`config.mk`:
```
export PLATFORM = sky130hd
export DESIGN_NAME = lc3s_exec
export DESIGN_NICKNAME = d
export VERILOG_FILES = /design/src/sv/lc3s_pkg.sv /design/src/sv/lc3s_exec.sv
export SDC_FILE = /design/constraint.sdc
export NUM_CORES = 1
export LEC_CHECK = 0
export BUFFER_PORTS_ARGS = -buffer_cell sky130_fd_sc_hd__buf_2
export CORE_AREA = 2 2 93 104
export DETAILED_ROUTE_END_ITERATION = 10
export DIE_AREA = 0 0 95 106
export PLACE_DENSITY = 0.92
export SYNTH_ARGS = -nofsm -noshare
export SYNTH_HDL_FRONTEND = slang
export SYNTH_SLANG_ARGS = --single-unit
```
`constraint.sdc`:
```
create_clock -name vclk -period 5
set_input_delay 0.5 -clock vclk [all_inputs]
set_output_delay 0.5 -clock vclk [all_outputs]
set_load 0.01 [all_outputs]
```
`src/sv/lc3s_pkg.sv`:
```
// Shared types, codes and field helpers for the LC-3 instruction step core.
`default_nettype none

package lc3s_pkg;

   // Request codes on req_type
   localparam logic [1:0] REQ_WRITE = 2'd0;
   localparam logic [1:0] REQ_EXEC  = 2'd1;
   localparam logic [1:0] REQ_SETPC = 2'd2;

   // Opcodes, instruction bits 15:12
   localparam logic [3:0] OP_BR   = 4'h0;
   localparam logic [3:0] OP_ADD  = 4'h1;
   localparam logic [3:0] OP_LD   = 4'h2;
   localparam logic [3:0] OP_ST   = 4'h3;
   localparam logic [3:0] OP_JSR  = 4'h4;
   localparam logic [3:0] OP_AND  = 4'h5;
   localparam logic [3:0] OP_LDR  = 4'h6;
   localparam logic [3:0] OP_STR  = 4'h7;
   localparam logic [3:0] OP_RTI  = 4'h8;
   localparam logic [3:0] OP_NOT  = 4'h9;
   localparam logic [3:0] OP_LDI  = 4'hA;
   localparam logic [3:0] OP_STI  = 4'hB;
   localparam logic [3:0] OP_JMP  = 4'hC;
   localparam logic [3:0] OP_RSV  = 4'hD;
   localparam logic [3:0] OP_LEA  = 4'hE;
   localparam logic [3:0] OP_TRAP = 4'hF;

   // Condition flags, N Z P
   localparam logic [2:0] FLAG_N = 3'b100;
   localparam logic [2:0] FLAG_Z = 3'b010;
   localparam logic [2:0] FLAG_P = 3'b001;

   localparam logic [2:0] LINK_REG = 3'd7;

   // Sequencer states
   typedef enum logic [2:0] {
      ST_CLEAR,
      ST_IDLE,
      ST_START,
      ST_FETCH,
      ST_DECODE,
      ST_LOAD
   } state_type;

   // Outcome of the execute stage
   typedef struct packed {
      logic [15:0] npc;
      logic        rw;
      logic [2:0]  ridx;
      logic [15:0] rval;
      logic        setcc;
      logic        mw;
      logic [15:0] maddr;
      logic [15:0] mval;
      logic        need_load;
      logic [15:0] laddr;
   } exec_type;

   // PC-relative address from the 9-bit offset
   function automatic logic [15:0] pc_off9(input logic [15:0] pc1, input logic [15:0] ir);
      return pc1 + {{7{ir[8]}}, ir[8:0]};
   endfunction

   // Stores read the source register from the DR field, others from SR2
   function automatic logic [2:0] second_reg(input logic [15:0] ir);
      logic [3:0] op;
      op = ir[15:12];
      if (op == OP_ST || op == OP_STI || op == OP_STR) begin
         return ir[11:9];
      end
      return ir[2:0];
   endfunction

endpackage

`default_nettype wire

```
`src/sv/lc3s_exec.sv`:
```
// Execute stage: operates on the fetched instruction and its operands.
`default_nettype none

module lc3s_exec
   import lc3s_pkg::*;
(
   input  wire logic [15:0] ir,
   input  wire logic [15:0] pc,
   input  wire logic [2:0]  flags,
   input  wire logic [15:0] opa,
   input  wire logic [15:0] opb,
   input  wire logic [15:0] ld_data,
   output exec_type         ex
);

   logic [15:0] pc1;
   logic [15:0] off9;
   logic [15:0] base6;
   logic [15:0] imm5;
   logic [15:0] alu_b;

   assign pc1   = pc + 16'd1;
   assign off9  = pc_off9(pc1, ir);
   assign base6 = opa + {{10{ir[5]}}, ir[5:0]};
   assign imm5  = {{11{ir[4]}}, ir[4:0]};
   assign alu_b = ir[5] ? imm5 : opb;

   // Decode the opcode into register, flag, memory and PC effects
   always_comb begin
      ex           = '0;
      ex.npc       = pc1;
      unique case (ir[15:12])
         OP_ADD: begin
            ex.rw = 1'b1; ex.ridx = ir[11:9]; ex.rval = opa + alu_b; ex.setcc = 1'b1;
         end
         OP_AND: begin
            ex.rw = 1'b1; ex.ridx = ir[11:9]; ex.rval = opa & alu_b; ex.setcc = 1'b1;
         end
         OP_NOT: begin
            ex.rw = 1'b1; ex.ridx = ir[11:9]; ex.rval = ~opa; ex.setcc = 1'b1;
         end
         OP_BR: begin
            if ((ir[11:9] & flags) != 3'b000) begin
               ex.npc = off9;
            end
         end
         OP_JMP: begin
            ex.npc = opa;
         end
         OP_JSR: begin
            ex.npc  = ir[11] ? (pc1 + {{5{ir[10]}}, ir[10:0]}) : opa;
            ex.rw   = 1'b1;
            ex.ridx = LINK_REG;
            ex.rval = pc1;
         end
         OP_LD: begin
            ex.rw = 1'b1; ex.ridx = ir[11:9]; ex.rval = ld_data; ex.setcc = 1'b1;
         end
         OP_LDI: begin
            ex.need_load = 1'b1;
            ex.laddr     = ld_data;
         end
         OP_LDR: begin
            ex.need_load = 1'b1;
            ex.laddr     = base6;
         end
         OP_LEA: begin
            ex.rw = 1'b1; ex.ridx = ir[11:9]; ex.rval = off9;
         end
         OP_ST: begin
            ex.mw = 1'b1; ex.maddr = off9; ex.mval = opb;
         end
         OP_STI: begin
            ex.mw = 1'b1; ex.maddr = ld_data; ex.mval = opb;
         end
         OP_STR: begin
            ex.mw = 1'b1; ex.maddr = base6; ex.mval = opb;
         end
         OP_TRAP: begin
            ex.rw   = 1'b1;
            ex.ridx = LINK_REG;
            ex.rval = pc1;
            ex.npc  = 16'h0000;
         end
         OP_RTI, OP_RSV: begin
            ex.npc = pc;
         end
         default: begin
            ex.npc = pc;
         end
      endcase
   end

endmodule

`default_nettype wire

```
==> Word-level counts from Yosys, hierarchy flattened <==
Index checks and enable logic that the tools add are counted.
{ "totals": {"reg_bits": 0, "latchBits": 0, "ram_bits": 0, "romBits": 0, "output_inout_bits": 87, "word_cells": 36, "n_memories": 0} }
{ "op_classes": {"add_sub_neg": 5, "multipliers": 0, "div_mod_pow": 0, "order_cmp": 0, "n_eq_ne": 15, "shifts": 0, "muxes": 8, "n_bitwise": 3, "reduce_logical": 5} }
{ "ops": {"columns": ["operator", "count"], "rows": [
  ["one-hot mux 20 bit (6 select lines)", 1],
  ["one-hot mux 33 bit (3 select lines)", 1],
  ["one-hot mux 16 bit (5 select lines)", 1],
  ["adder 16 bit", 4],
  ["2-to-1 mux 16 bit", 3],
  ["one-hot mux 17 bit (2 select lines)", 1],
  ["equality test 4 bit (second input constant)", 8],
  ["adder 16 x 1 -> 16 bit (second input constant)", 1],
  ["AND 16 bit", 1],
  ["equality test 4 x 3 -> 1 bit (second input constant)", 4],
  ["NOT 16 bit", 1],
  ["equality test 4 x 2 -> 1 bit (second input constant)", 2],
  ["equality test 4 x 1 -> 1 bit (second input constant)", 1],
  ["zero test 4 bit", 1],
  ["OR reduction 2 bit", 2],
  ["OR reduction 4 bit", 1],
  ["AND 3 bit", 1],
  ["nonzero test 3 bit", 1],
  ["2-to-1 mux 1 bit", 1]
]} }

==> Longest topological paths before layout <==
{ "depth": {"ltp_word": 4, "depth_mapped": 14, "ltp_nobuf": 14} }

==> Worst setup path after synthesis <==
Ideal clock, no wire load.
{ "synth_timing": {"kind": "input -> output", "startpoint": "input ir[5]", "endpoint": "output ex[65] in the netlist's numbering", "t_arrival_ns": 3.478, "required_ns": 4.500, "slack_ns": 1.022, "path_stages": 12, "n_path_buf": 1, "path_cell_list": "clkbuf_1 mux2_2 ha_1 fa_1 a21oi_1 o21ai_0 a2111oi_0 nor2_1 a21o_1 o41ai_1 xor2_1 o21ai_0"} }
{ "synth_rtl": {"columns": ["element", "line", "text"], "rows": [
  ["start, declared", "lc3s_exec.sv:7", "input wire logic [15:0] ir,"],
  ["end, declared", "lc3s_exec.sv:13", "output exec_type ex"]
]} }

==> impl_metrics.json <==
{
  "status": "finished clean",
  "num-fill-cells": 893,
  "dr.pass1.iters": 7,
  "leakage_uw": 0.00274,
  "hold_viol_final": 0,
  "num-clock-buffers": 0,
  "synth_top_family_by_area": "compound AO/OA/AOI/OAI gates",
  "vias": 6301,
  "drive_gt1_share_pct": 24.4,
  "final_common_cell": "buf_2",
  "grt_max_degree": 36,
  "yosysSeqAreaShare_pct": 0,
  "syn2layout_area_growth_pct": 20.0,
  "wl_per_cell_um": 18.9,
  "post_cts_buffers": 0,
  "timing.final.crit_share_pct": 94.1,
  "synth_compound_area_share_pct": 41.6,
  "dieHeight_um": 106,
  "worst_slack_ns": 0.295,
  "powerDensity_mw_per_mm2": 132,
  "cp_top_family": "compound AO/OA/AOI/OAI gates",
  "max_cap_violations": 0,
  "setup_violations": 0,
  "end_kind": "output port",
  "yosysWarnings": 0,
  "cp_slowest_stage_delay_ns": 0.75,
  "ctsResizeCount": 0,
  "synth_xor_area_share_pct": 11.4,
  "portBuffers": 170,
  "totalNegativeSetupSlack_ns": 0,
  "max_freq_mhz": 213,
  "nets": 982,
  "min_period_ns": 4.70,
  "synth_area_mm2": 0.00467,
  "diodes": 0,
  "yosys.area_share.adder_pct": 15.7,
  "crit_chain": "buf_2 > mux2_2 > ha_1 > fa_1 > a21oi_1 > o21ai_0 > a2111oi_0 > nor2_1 > a21o_1 > o41ai_1 > xor2_1 > o21ai_0 > buf_2",
  "worst_pin_slew_ns": 1.26,
  "synth_cell_type_count": 74,
  "worst_hold_slack_ns": 1.30,
  "seq_cells": 0,
  "worstSetupStartpointType": "input port",
  "layout_common_cells": "buf_2 (170), a21oi_1 (66), o21ai_0 (64), nor2_1 (58), nand2_1 (57)",
  "syn_avg_cell_area_um2": 6.74,
  "path_class": "input port to output port",
  "syn-num-nets": 834,
  "area.sequential_um2": 0,
  "postCtsHoldBufs": 0,
  "io_pins": 170,
  "dieArea_mm2": 0.0101,
  "crit_slowest_cell": "a2111oi_0",
  "drv_slew": 0,
  "multiInputGateArea_mm2": 0.00444,
  "ant_nets": 0,
  "postSynthCellCount": 694,
  "worstHoldPathType": "input port to output port",
  "grt_first_pass_wirelength_um": 28000,
  "slew_headroom_pct": 15.4,
  "initial_utilization_pct": 51.3,
  "place_hpwl_um": 14800,
  "drt_wl_total_um": 18100,
  "grt.overflow.total": 0,
  "pre_cts_ws_ns": 0.414,
  "critPathBufInv": 2,
  "cp_data_required_time_ns": 4.50,
  "die_x_um": 95,
  "coreArea_mm2": 0.00912,
  "routed_via_density": 6.58,
  "grt_pass1_vias": 5728,
  "critPathMaxFanout": 29,
  "synthMuxAreaShare_pct": 2.70,
  "track_usage_pct": 34.1,
  "yosys.area_share.simple_pct": 23.3,
  "antenna_found_initial": 0,
  "place.gp.congestion": 1.07,
  "drc_errors": 0,
  "drt-initial-drc-count": 937,
  "peakVddDrop_mv": 0.0552,
  "rsz0062_at_grt": "false",
  "crit_arrival_ns": 4.20,
  "rows": 37
}
==> power breakdown <==
part | total [uW] | internal, uW | switching [uW]
clock | 0 | 0 | 0
sequential | 0 | 0 | 0
combinational | 743 | 292 | 451
==> cell usage after synthesis (6+ instances only) <==
library cell / n / area [um2]
a221o_1: 8 / 80.1
and3_1: 8 / 50.1
a222oi_1: 12 / 120
o21a_1: 6 / 45.0
a31oi_1: 7 / 43.8
nand2_1: 57 / 214
clkbuf_1: 27 / 101
nor3_1: 14 / 70.1
and2_1: 21 / 131
nand3_1: 15 / 75.1
nand2b_1: 9 / 56.3
a22oi_1: 14 / 105
a221oi_1: 11 / 96.3
a211oi_1: 12 / 90.1
a21oi_1: 66 / 330
o21bai_1: 6 / 45.0
xor2_1: 26 / 228
a22o_1: 18 / 158
ha_1: 54 / 676
a21o_1: 17 / 128
xnor2_1: 31 / 272
inv_1: 35 / 131
o21ai_0: 64 / 320
nor2b_1: 7 / 43.8
mux2i_1: 7 / 70.1
nor2_1: 58 / 218
==> per-stage QoR <==
stage	instance area, um2	utilization [%]	std cells	power, uW
6_report	5610	61.5	957	743
5_1_grt	5610	61.5	957	802
4_1_cts	5610	61.5	957	720
3_5_place_dp	5610	61.5	957	717
3_3_place_gp	5610	61.5	957	707
2_1_floorplan	4670	-	694	485
==> area by class of cell <==
class                      instances  share of cell area, %
timing repair buffer             175                   15.8
multi-input combinational        629                   79.1
tap                              117                   2.61
inverter                          36                   2.41
==> layer usage <==
| layer | vias up | track usage, % | wire length (um) |
|---|---|---|---|
| met5 | - | 0 | 0 |
| met4 | 0 | 12.8 | 805 |
| met3 | 89 | 4.54 | 2330 |
| met2 | 471 | 54.9 | 8070 |
| met1 | 2807 | 45.7 | 6900 |
| li1 | 2934 | - | - |
==> logic make-up after synthesis <==
group                      Yosys count
and+or+nand+nor                    218
xor gates and xnor gates            59
muxes                               12
adders and majority gates           57
buffers and inverters               65
AOI/OAI and AO/OA                  283
==> final timing paths <==
kind	from	to	slack (ns)	cells after the start
worst min-delay path	opb[14]	ex[31]	1.30	3
worst max-delay path	ir[5]	ex[65]	0.30	13
No activity file was read; power rests on OpenSTA's default activity.
